## config.mk

```make
export PLATFORM = sky130hd
export DESIGN_NAME = imu_frame_parser_core
export DESIGN_NICKNAME = d
export VERILOG_FILES = /design/src/hdl/imu_fp_pkg.sv /design/src/hdl/imu_fp_walker.sv /design/src/hdl/imu_fp_outbuf.sv /design/src/hdl/imu_frame_parser_core.sv
export SDC_FILE = /design/constraint.sdc
export NUM_CORES = 2
export LEC_CHECK = 0
export ABC_AREA = 1
export BUFFER_PORTS_ARGS = -buffer_cell sky130_fd_sc_hd__buf_2
export CAP_MARGIN = 20
export CELL_PAD_IN_SITES_DETAIL_PLACEMENT = 1
export CELL_PAD_IN_SITES_GLOBAL_PLACEMENT = 1
export CORE_MARGIN = 2
export CORE_UTILIZATION = 40
export CTS_BUF_LIST = sky130_fd_sc_hd__clkbuf_16
export DETAILED_ROUTE_END_ITERATION = 8
export GPL_ROUTABILITY_DRIVEN = 0
export PLACE_DENSITY = 0.66
export SLEW_MARGIN = 20
export SYNTH_ARGS = -nofsm -noshare
export SYNTH_HDL_FRONTEND = slang
export SYNTH_SLANG_ARGS = --single-unit
```

## constraint.sdc

```tcl
create_clock -name clk -period 22.4 [get_ports clk]
set_input_delay 1.12 -clock clk [delete_from_list [all_inputs] [get_ports clk]]
set_output_delay 1.12 -clock clk [all_outputs]
set_load 0.005 [all_outputs]
```

## src/hdl/imu_fp_pkg.sv

```systemverilog
// Shared types, constants and helpers for the inertial-sensor frame parser.
package imu_fp_pkg;

  // Frame header and limits.
  localparam logic [7:0] SYNC0_BYTE  = 8'hFA;
  localparam logic [7:0] SYNC1_BYTE  = 8'hFF;
  localparam logic [7:0] SYNC2_BYTE  = 8'h36;
  localparam logic [7:0] MAX_PAYLOAD = 8'd249;

  // Item ids and the only item size that carries three values.
  localparam logic [15:0] ID_EULER  = 16'h2030;
  localparam logic [15:0] ID_ACCEL  = 16'h4020;
  localparam logic [15:0] ID_GYRO   = 16'h8020;
  localparam logic [7:0]  ITEM_SIZE = 8'd12;

  // Value groups: three values each, nine in all.
  localparam int N_GROUPS  = 3;
  localparam int GROUP_LEN = 3;
  localparam int N_VALS    = N_GROUPS * GROUP_LEN;

  localparam logic [1:0] GRP_EULER = 2'd0;
  localparam logic [1:0] GRP_ACCEL = 2'd1;
  localparam logic [1:0] GRP_GYRO  = 2'd2;

  // Header tracking states.
  typedef enum logic [2:0] {
    HDR_HUNT    = 3'd0,
    HDR_SYNC1   = 3'd1,
    HDR_SYNC2   = 3'd2,
    HDR_LEN     = 3'd3,
    HDR_PAYLOAD = 3'd4
  } hdr_state_t;

  typedef logic [N_VALS-1:0][31:0] vals_t;

  // Control from the header tracker to the item walker.
  typedef struct packed {
    logic       frame_start;
    logic       walk_en;
    logic [7:0] frame_len;
    logic [7:0] pay_pos;
  } walk_ctl_t;

  // One result word.
  typedef struct packed {
    logic        frame_done;
    logic [31:0] byte_count;
    vals_t       vals;
  } res_t;

  // Maps an item id to its value group; hit is low for unknown ids.
  function automatic logic [2:0] group_of(input logic [15:0] id);
    logic [2:0] g;
    g = 3'b000;
    case (id)
      ID_EULER: g = {1'b1, GRP_EULER};
      ID_ACCEL: g = {1'b1, GRP_ACCEL};
      ID_GYRO:  g = {1'b1, GRP_GYRO};
      default:  g = 3'b000;
    endcase
    return g;
  endfunction

endpackage

```

## src/hdl/imu_fp_walker.sv

```systemverilog
// Payload item walker: tracks item boundaries and stages decoded values.
module imu_fp_walker
  import imu_fp_pkg::*;
(
  input  logic       clk,
  input  logic       rst,
  input  walk_ctl_t  ctl,
  input  logic [7:0] rx_byte,
  output vals_t      staged
);

  logic [7:0]  item_start, item_start_next;
  logic [15:0] item_id, item_id_next;
  logic [7:0]  item_size, item_size_next;
  logic [GROUP_LEN-1:0][31:0] collector, collector_next;
  vals_t       staged_next;
  logic        coll_we;

  logic [7:0]  rel;
  logic [7:0]  rel_m3;
  logic [2:0]  grp;
  logic        hit;
  logic [1:0]  k;
  logic        walk_open;

  // Item decode for the byte at the current payload position.
  always_comb begin
    rel       = ctl.pay_pos - item_start;
    rel_m3    = rel - 8'd3;
    k         = rel_m3[3:2];
    grp       = group_of(item_id);
    hit       = grp[2] && (item_size == ITEM_SIZE);
    walk_open = ({1'b0, item_start} + 9'd2) < {1'b0, ctl.frame_len};

    item_start_next = item_start;
    item_id_next    = item_id;
    item_size_next  = item_size;
    collector_next  = collector;
    staged_next     = staged;
    coll_we         = 1'b0;

    if (ctl.frame_start) begin
      item_start_next = 8'd0;
      item_id_next    = 16'd0;
      item_size_next  = 8'd0;
    end else if (ctl.walk_en && walk_open) begin
      if (rel == 8'd0) begin
        item_id_next = {rx_byte, 8'h00};
      end else if (rel == 8'd1) begin
        item_id_next = {item_id[15:8], rx_byte};
      end else if (rel == 8'd2) begin
        item_size_next = rx_byte;
        // An item that overruns the frame ends the walk.
        if (({2'b00, item_start} + 10'd3 + {2'b00, rx_byte}) > {2'b00, ctl.frame_len}) begin
          item_start_next = ctl.frame_len;
        end else if (rx_byte == 8'd0) begin
          item_start_next = item_start + 8'd3;
        end
      end else begin
        // Content bytes shift into the value being collected.
        if (hit && (k < 2'(GROUP_LEN))) begin
          coll_we = 1'b1;
          collector_next[k] = {collector[k][23:0], rx_byte};
        end
        // Last content byte: stage the group and move to the next item.
        if ({1'b0, rel} == ({1'b0, item_size} + 9'd2)) begin
          for (int g = 0; g < N_GROUPS; g++) begin
            if (hit && (grp[1:0] == 2'(g))) begin
              for (int v = 0; v < GROUP_LEN; v++) begin
                staged_next[g*GROUP_LEN + v] = collector_next[v];
              end
            end
          end
          item_start_next = item_start + 8'd3 + item_size;
        end
      end
    end
  end

  // Item tracking and staged values.
  always_ff @(posedge clk) begin
    if (rst) begin
      item_start <= 8'd0;
      item_id    <= 16'd0;
      item_size  <= 8'd0;
      staged     <= '0;
    end else begin
      item_start <= item_start_next;
      item_id    <= item_id_next;
      item_size  <= item_size_next;
      staged     <= staged_next;
    end
  end

  // The collector holds only content bytes and needs no reset.
  always_ff @(posedge clk) begin
    if (coll_we) begin
      collector <= collector_next;
    end
  end

endmodule

```

## src/hdl/imu_fp_outbuf.sv

```systemverilog
// Two-word output buffer: a result register with a skid register behind it.
module imu_fp_outbuf
  import imu_fp_pkg::*;
(
  input  logic clk,
  input  logic rst,
  input  logic push,
  input  res_t push_res,
  output logic ready,
  output logic out_valid,
  input  logic out_ready,
  output res_t out_res
);

  logic skid_valid;
  res_t skid_res;
  logic pop;

  assign pop   = out_valid && out_ready;
  assign ready = !skid_valid;

  // Control: a push only arrives while the skid register is empty.
  always_ff @(posedge clk) begin
    if (rst) begin
      out_valid  <= 1'b0;
      skid_valid <= 1'b0;
    end else begin
      if (push) begin
        if (!out_valid || pop) begin
          out_valid <= 1'b1;
        end else begin
          skid_valid <= 1'b1;
        end
      end else if (pop) begin
        if (skid_valid) begin
          skid_valid <= 1'b0;
        end else begin
          out_valid <= 1'b0;
        end
      end
    end
  end

  // Payload moves without reset.
  always_ff @(posedge clk) begin
    if (push) begin
      if (!out_valid || pop) begin
        out_res <= push_res;
      end else begin
        skid_res <= push_res;
      end
    end else if (pop && skid_valid) begin
      out_res <= skid_res;
    end
  end

endmodule

```

## src/hdl/imu_frame_parser_core.sv

```systemverilog
// Top level of the inertial-sensor frame parser: header tracking and publishing.
//
//  channel | direction | handshake            | payload
//  --------+-----------+----------------------+-------------------------------------
//  input   | in        | in_valid / in_ready  | rx_byte
//  output  | out       | out_valid / out_ready| frame_done, byte_count, nine values
//
// Each accepted byte updates the parser state in the cycle it is taken, and its result
// word is registered into the output buffer; one byte per cycle sustained while the skid register is empty.
// Reset (rst, synchronous) returns the parser to header hunting with all values zero.
// A stalled output keeps one extra word in a skid register; in_ready drops only
// while that register is occupied, and is low during reset.
module imu_frame_parser_core
  import imu_fp_pkg::*;
#(
  parameter logic [7:0] MAX_LEN = MAX_PAYLOAD
)
(
  input  logic        clk,
  input  logic        rst,
  input  logic        in_valid,
  output logic        in_ready,
  input  logic [7:0]  rx_byte,
  output logic        out_valid,
  input  logic        out_ready,
  output logic        frame_done,
  output logic [31:0] byte_count,
  output logic [31:0] roll_bits,
  output logic [31:0] pitch_bits,
  output logic [31:0] yaw_bits,
  output logic [31:0] accel_x_bits,
  output logic [31:0] accel_y_bits,
  output logic [31:0] accel_z_bits,
  output logic [31:0] gyro_x_bits,
  output logic [31:0] gyro_y_bits,
  output logic [31:0] gyro_z_bits
);

  hdr_state_t  hdr, hdr_next;
  logic [7:0]  frame_len, frame_len_next;
  logic [7:0]  pay_pos, pay_pos_next;
  logic [31:0] total, total_next;
  vals_t       published, published_next;
  vals_t       staged;
  walk_ctl_t   ctl;
  logic        done;
  logic        acc;
  logic        buf_ready;
  res_t        res, out_res;

  assign in_ready = buf_ready && !rst;
  assign acc      = in_valid && in_ready;

  // Header tracking and payload position.
  always_ff @(posedge clk) begin
    if (rst) begin
      hdr       <= HDR_HUNT;
      frame_len <= 8'd0;
      pay_pos   <= 8'd0;
      total     <= 32'd0;
      published <= '0;
    end else begin
      hdr       <= hdr_next;
      frame_len <= frame_len_next;
      pay_pos   <= pay_pos_next;
      total     <= total_next;
      published <= published_next;
    end
  end

  // Next state, walker control and the result word for an accepted byte.
  always_comb begin
    hdr_next        = hdr;
    frame_len_next  = frame_len;
    pay_pos_next    = pay_pos;
    total_next      = total;
    done            = 1'b0;
    ctl.frame_start = 1'b0;
    ctl.walk_en     = 1'b0;
    ctl.frame_len   = frame_len;
    ctl.pay_pos     = pay_pos;

    if (acc) begin
      total_next = total + 32'd1;
      case (hdr)
        HDR_HUNT: begin
          if (rx_byte == SYNC0_BYTE) hdr_next = HDR_SYNC1;
        end
        HDR_SYNC1: begin
          hdr_next = (rx_byte == SYNC1_BYTE) ? HDR_SYNC2 : HDR_HUNT;
        end
        HDR_SYNC2: begin
          hdr_next = (rx_byte == SYNC2_BYTE) ? HDR_LEN : HDR_HUNT;
        end
        HDR_LEN: begin
          frame_len_next  = rx_byte;
          pay_pos_next    = 8'd0;
          ctl.frame_start = 1'b1;
          hdr_next = (rx_byte inside {[8'd1:MAX_LEN]}) ? HDR_PAYLOAD : HDR_HUNT;
        end
        HDR_PAYLOAD: begin
          if (pay_pos >= frame_len) begin
            // Checksum byte: frame ends and staged values are published.
            done     = 1'b1;
            hdr_next = HDR_HUNT;
          end else begin
            ctl.walk_en  = 1'b1;
            pay_pos_next = pay_pos + 8'd1;
          end
        end
        default: begin
          hdr_next = HDR_HUNT;
        end
      endcase
    end

    published_next = done ? staged : published;
    res.frame_done = done;
    res.byte_count = total_next;
    res.vals       = published_next;
  end

  imu_fp_walker u_walker (
    .clk     (clk),
    .rst     (rst),
    .ctl     (ctl),
    .rx_byte (rx_byte),
    .staged  (staged)
  );

  imu_fp_outbuf u_outbuf (
    .clk       (clk),
    .rst       (rst),
    .push      (acc),
    .push_res  (res),
    .ready     (buf_ready),
    .out_valid (out_valid),
    .out_ready (out_ready),
    .out_res   (out_res)
  );

  // Result word fields.
  assign frame_done   = out_res.frame_done;
  assign byte_count   = out_res.byte_count;
  assign roll_bits    = out_res.vals[0];
  assign pitch_bits   = out_res.vals[1];
  assign yaw_bits     = out_res.vals[2];
  assign accel_x_bits = out_res.vals[3];
  assign accel_y_bits = out_res.vals[4];
  assign accel_z_bits = out_res.vals[5];
  assign gyro_x_bits  = out_res.vals[6];
  assign gyro_y_bits  = out_res.vals[7];
  assign gyro_z_bits  = out_res.vals[8];

  // A full buffer always has a word on the output.
  a_full_has_output: assert property (@(posedge clk) disable iff (rst)
    !buf_ready |-> out_valid)
    else $error("skid register holds a word while the output is empty");

  // The payload position never runs past the frame length.
  a_pos_in_frame: assert property (@(posedge clk) disable iff (rst)
    (hdr == HDR_PAYLOAD) |-> (pay_pos <= frame_len))
    else $error("payload position beyond frame length");

  // The checksum byte ends the frame and returns to hunting.
  a_frame_end: assert property (@(posedge clk) disable iff (rst)
    (acc && hdr == HDR_PAYLOAD && pay_pos >= frame_len) |=> (hdr == HDR_HUNT))
    else $error("frame did not end on the checksum byte");

  // Each accepted byte advances the byte count by one.
  a_count_step: assert property (@(posedge clk) disable iff (rst)
    acc |=> (total == $past(total) + 32'd1))
    else $error("byte count did not advance on an accepted byte");

endmodule

```

# Word-level counts from Yosys, hierarchy flattened
# Index checks and enable logic that the tools add are counted.
dict set report word_totals {
  ff_bits 1399
  out_inout_bits 323
  word_cells 186
}
dict set report classes {
  addsub 10
  n_lt_le_gt_ge 8
  eq_ne 23
  muxes 46
  bitwise 5
  n_reduce_logical 41
}
# operator count
set ops {}
lappend ops {{$mux 321} 3}
lappend ops {{$mux 288} 1}
lappend ops {{$bwmux 96} 1}
lappend ops {{$mux 96} 1}
lappend ops {{$bmux 32 s2} 1}
lappend ops {{$demux 32 s2} 1}
lappend ops {{$mux 32} 2}
lappend ops {{$mux 8} 6}
lappend ops {{$add 32x1->32 const B} 1}
lappend ops {{$add 8x2->9 const B} 3}
lappend ops {{$mux 24} 1}
lappend ops {{$reduce_and 7->1} 3}
lappend ops {{$mux 1} 19}
lappend ops {{$eq 16x14->1 const B} 1}
lappend ops {{$eq 16x15->1 const B} 1}
lappend ops {{$eq 16x16->1 const B} 1}
lappend ops {{$eq 8x8->1 const B} 2}
lappend ops {{$logic_not 8->1} 2}
lappend ops {{$mux 16} 1}
lappend ops {{$pmux 8 s2} 1}
lappend ops {{$pmux 3 s5} 1}
lappend ops {{$logic_and 1x1->1} 12}
lappend ops {{$reduce_and 2->1} 6}
lappend ops {{$add 10x8->10} 1}
lappend ops {{other kinds (40)} 61}

# Depth between registers and ports, before layout
dict set report depth {
  word_depth 11
  ltp_mapped 27
  depth_no_buf 27
}

# Cells and area by module
# Synthesis repeated with hierarchy kept, for this count alone.
dict set report unflattened {
  cells_unflattened 7561
  area_unflattened_um2 61864.3
}
# module instances cells_each area_each_um2 seq_area_each_um2
set modules_own_cells {}
lappend modules_own_cells {imu_fp_outbuf 1 1690 23508.8 19318.5}
lappend modules_own_cells {imu_fp_walker 1 2912 20285.7 9288.9}
lappend modules_own_cells {imu_frame_parser_core 1 2959 18069.8 6786.5}

# Worst setup path after synthesis
# OpenSTA, ideal clock, no wires.
dict set report synth_timing {
  path_type {input-to-reg}
  startpoint {in rst}
  endpoint {reg, netlist name u_outbuf.out_res[0]}
  arrival_ps 15695
  required_ps 21390
  setup_slack_ps 5695
  cell_stages 8
  cell_sequence {buf_2 > nor2_1 > nand2_1 > inv_1 > clkbuf_1 > buf_1 > a21oi_1 > nor2_1}
}
dict set report synth_between {
  elab_chain_cells 5
  elab_cells_between_ends 6
}
# item line
set synth_lines {}
lappend synth_lines {{from (decl)} imu_frame_parser_core.sv:20} ;# input logic rst,
lappend synth_lines {{$logic_not 1->1 (*)} imu_frame_parser_core.sv:51} ;# assign in_ready = buf_ready && !rst;
lappend synth_lines {{$logic_and 1x1->1 (*)} imu_frame_parser_core.sv:51}
lappend synth_lines {{net in_ready} imu_frame_parser_core.sv:22} ;# output logic in_ready,
lappend synth_lines {{$logic_and 1x1->1 (*)} imu_frame_parser_core.sv:52} ;# assign acc = in_valid && in_ready;
lappend synth_lines {{$ne 2x1->1 (no line) / $reduce_bool 2->1 (equally long branches)} n/a}
lappend synth_lines {{$reduce_and 2->1 (no line) (*)} n/a}
# Mark *: on every way through the listed nets, which the timed path passes. The rest lies on a longest branch.
# A chain may end at the register's enable or synchronous reset.

# Worst setup path after layout
dict set report layout_timing {
  startpoint {in rst}
  endpoint {reg u_walker.staged[23] (netlist name)}
}
dict set report layout_between {
  elab_chain_cells 6
  elab_cells_between_ends 7
}
# item line
set layout_lines {}
lappend layout_lines {{$logic_not 1->1} imu_frame_parser_core.sv:51}
lappend layout_lines {{$logic_and 1x1->1} imu_frame_parser_core.sv:51}
lappend layout_lines {{$logic_and 1x1->1} imu_frame_parser_core.sv:52}
lappend layout_lines {{$mux 2} imu_frame_parser_core.sv:83} ;# if (acc) begin
lappend layout_lines {{$logic_and 1x1->1 / $not 1->1 (equally long branches)} n/a}
lappend layout_lines {{$reduce_and 7->1 (no line)} n/a}
lappend layout_lines {{to (signal assigned)} imu_fp_walker.sv:91} ;# staged <= staged_next;
lappend layout_lines {{to (decl)} imu_fp_walker.sv:9} ;# output vals_t staged
# Several ways; a longest one is shown, not always the timed one.

==> out/results.ini <==
[clock_network]
ctsHoldBuffers=0
clkTransAtPathRegs_ns=0.06
clock_path_buffers=3
cts_setup_buffers=0
cts_buffers=151
clock_latency_ns=0.81
h-tree-depth=4
clockRootBuffer=clkbuf_16
cts_resized=0
cts_sinks=1399
cts_tree=built

[synthesis]
synth_mux_area_share_pct=0
synth_fa_ha_area_share_pct=1.25
ys_seq_area_share_pct=63.3
async_reset_ff_share_pct=0
ys.flop_type=edfxtp_1
synth.avg_cell_area_um2=9.59
synth_xor_xnor_area_share_pct=0.831
synth_nets=5892
yosysWarnings=0
yosysUniqueCellTypes=46
synthesis.instances=5826
synth_compound_area_share_pct=9.34
ys_ff_latch=1399
synth-edff-count=738
syn_area_um2=55900
yosys.area_share.simple_pct=19.5
synth_top_family_by_area=simple AND/OR/NAND/NOR gates

[routing]
route.detailed.drc=0
num_vias=41100
postRouteAntennaNets=0
routed_via_density=5.10
drt_pass1_iterations=5
wl_per_cell_um=20.7
dr.first_iter.drc_count=3009
wirelength_mm=166

[critical_path]
worst_setup_path_end_kind=flip-flop
cp_top_family=buffers and inverters
path_buf_inv=6
required_ns=23.06
max_stage_delay_ns=0.82
cp_slowest_cell=buf_4
crit_top_cell=buf_4
critPathLaunchType=input port
critical_path_class=in2reg
cp_cell_sequence=buf_8 -> nor2_1 -> nand2_4 -> clkinv_1 -> buf_4 -> nand2_1 -> nand2_2 -> nor2_4 -> buf_4 -> buf_4 -> nand2_4 -> buf_6 -> nand2_1 -> a21oi_1
crit_fanout=96
cp_data_arrival_time_ns=6.56

[power_and_ir_drop]
total_power_uw=5310
leakagePower_uw=0.0275
p_per_area_nw_per_um2=83.0
vdd_drop_max_mv=0.0635

[layout]
drive_gt1_share_pct=15.6
nFillCells=15700
regArea_um2=35400
layout.nets=6121
n_antenna_cell=0
layout_common_cells=nand2_1 (1288), edfxtp_1 (738), dfxtp_1 (661)
multi_input_area_um2=17300
areaGrowthSynthToFinish_pct=14.5
final_common_cell=nand2_1

[floorplan]
dieArea_um2=143000
core_um2=139000
fp.dieW_um=378
ios=335
die-height_um=378
initial_core_util_pct=40.2
num_rows=137

[run_status]
outcome=finished, final reports clean

[sta]
slew_violations=0
clock.fmax_mhz=169
period_share_pct=26.4
finalSetupViolCount=0
finalHoldViolations=0
rsz0062_at_grt=no
relSlewSlack_pct=27.5
worst_slew_pin_slew_ns=1.08
layout_min_cycle_time_ns=5.90
fin_worst_skew_ns=0.0384
fin_tns_setup_ns=0

[global_routing]
grt_util_met2_pct=37.8
grt_pass1_wl_mm=251
busiest_layer=met2
grt_pass1_vias=40900
use_met1_pct=30.5
grt_use_met3_pct=3.97
overflow=0
grt_max_degree=217
antenna_found_initial=5
grt_use_total_pct=23.1

[placement]
post-dp-hpwl_mm=112
port_buffers=334

[flow_run]
cap_violations=0

[min_path]
min_path_type=reg2reg

cells in the mapped netlist (7+ instances only):
library cell	count	area share, %
o21ai_0	613	5.5
nor2_1	416	2.8
buf_4	14	0.19
xor2_1	48	0.75
nor3_1	19	0.17
clkbuf_1	223	1.5
a21oi_1	367	3.3
nand2_2	7	0.078
nand3_1	381	3.4
o21ai_1	29	0.26
inv_1	467	3.1
nand2_1	1290	8.7
dfxtp_1	661	24
ha_1	51	1.1
or2_2	290	3.2
buf_2	83	0.74
edfxtp_1	738	40
nor2_4	8	0.16
inv_2	7	0.047
nand4_1	31	0.35
nor4_1	12	0.13
layer usage:
layer	wire length, um	vias to the layer above
met2	78900	830
li1	-	19700
met3	7830	248
met1	73800	20300
met5	11	-
met4	5960	2
logic make-up (layout without fill, tap and decap cells):
kind of cell,count (synthesis),after routing
flops,1399,1399
simple gates,2482,2482
xor+xnor,53,53
buf+inv,807,1162
fa+ha+maj,54,54
compound gates,1031,1031
worst min-delay path, delay by kind of cell (launching register included):
family          cells  cell delay [ns]
compound gates      1             0.05
flops               1             0.30
simple gates        1             0.06
state kept, by name, summed over array words and instances, names as in the netlist, 3 cells and up:
| register | count |
|---|---|
| u_outbuf.out_res | 321 |
| pay_pos | 8 |
| u_walker.collector | 96 |
| hdr | 3 |
| u_walker.item_size | 8 |
| frame_len | 8 |
| u_walker.item_start | 8 |
| u_walker.item_id | 16 |
| total | 32 |
| published | 288 |
| u_walker.staged | 288 |
| u_outbuf.skid_res | 321 |
power breakdown:
group | leakage (uW) | internal, uW | total [uW] | switching [uW]
logic | 0.0133 | 33.2 | 132 | 99.1
registers | 0.0117 | 2720 | 2730 | 9.51
clock network | 0.00253 | 1380 | 2450 | 1060
cell type report:
cell class              instances  area share, %
inverters                     477           2.81
clock inverters               122           1.43
multi-input cells            3620           27.1
clock buffers                 157           6.14
repair buffers                406           3.53
well taps                    1876           3.67
flip-flops and latches       1399           55.3
stage by stage:
| step | cell area (um^2) | utilization, % | worst slack [ns] | cells | hold slack, ns |
|---|---|---|---|---|---|
| after floorplan | 55900 | - | 5.69 | 5826 | 0.436 |
| after global placement | 59100 | 42.5 | 15.66 | 7776 | 0.445 |
| after detailed placement | 59100 | 42.5 | 15.73 | 7777 | 0.452 |
| after CTS | 63900 | 46.0 | 16.59 | 8056 | 0.460 |
| after global routing | 64000 | 46.0 | 15.99 | 8057 | 0.472 |
| final | 64000 | 46.0 | 16.50 | 8057 | 0.459 |
path summary, 6_finish.rpt:
path                                           start                   end  slack, ns  cells past startpoint
worst max-delay path                             rst   u_walker.staged[23]      16.50                     14
worst max register to register   u_outbuf.skid_valid   u_walker.staged[23]      16.95                     13
worst min-delay path            u_walker.staged[163]  u_walker.staged[163]       0.46                      2
worst min register to register  u_walker.staged[163]  u_walker.staged[163]       0.46                      2
Note: power is estimated with default switching activity, not from simulation.
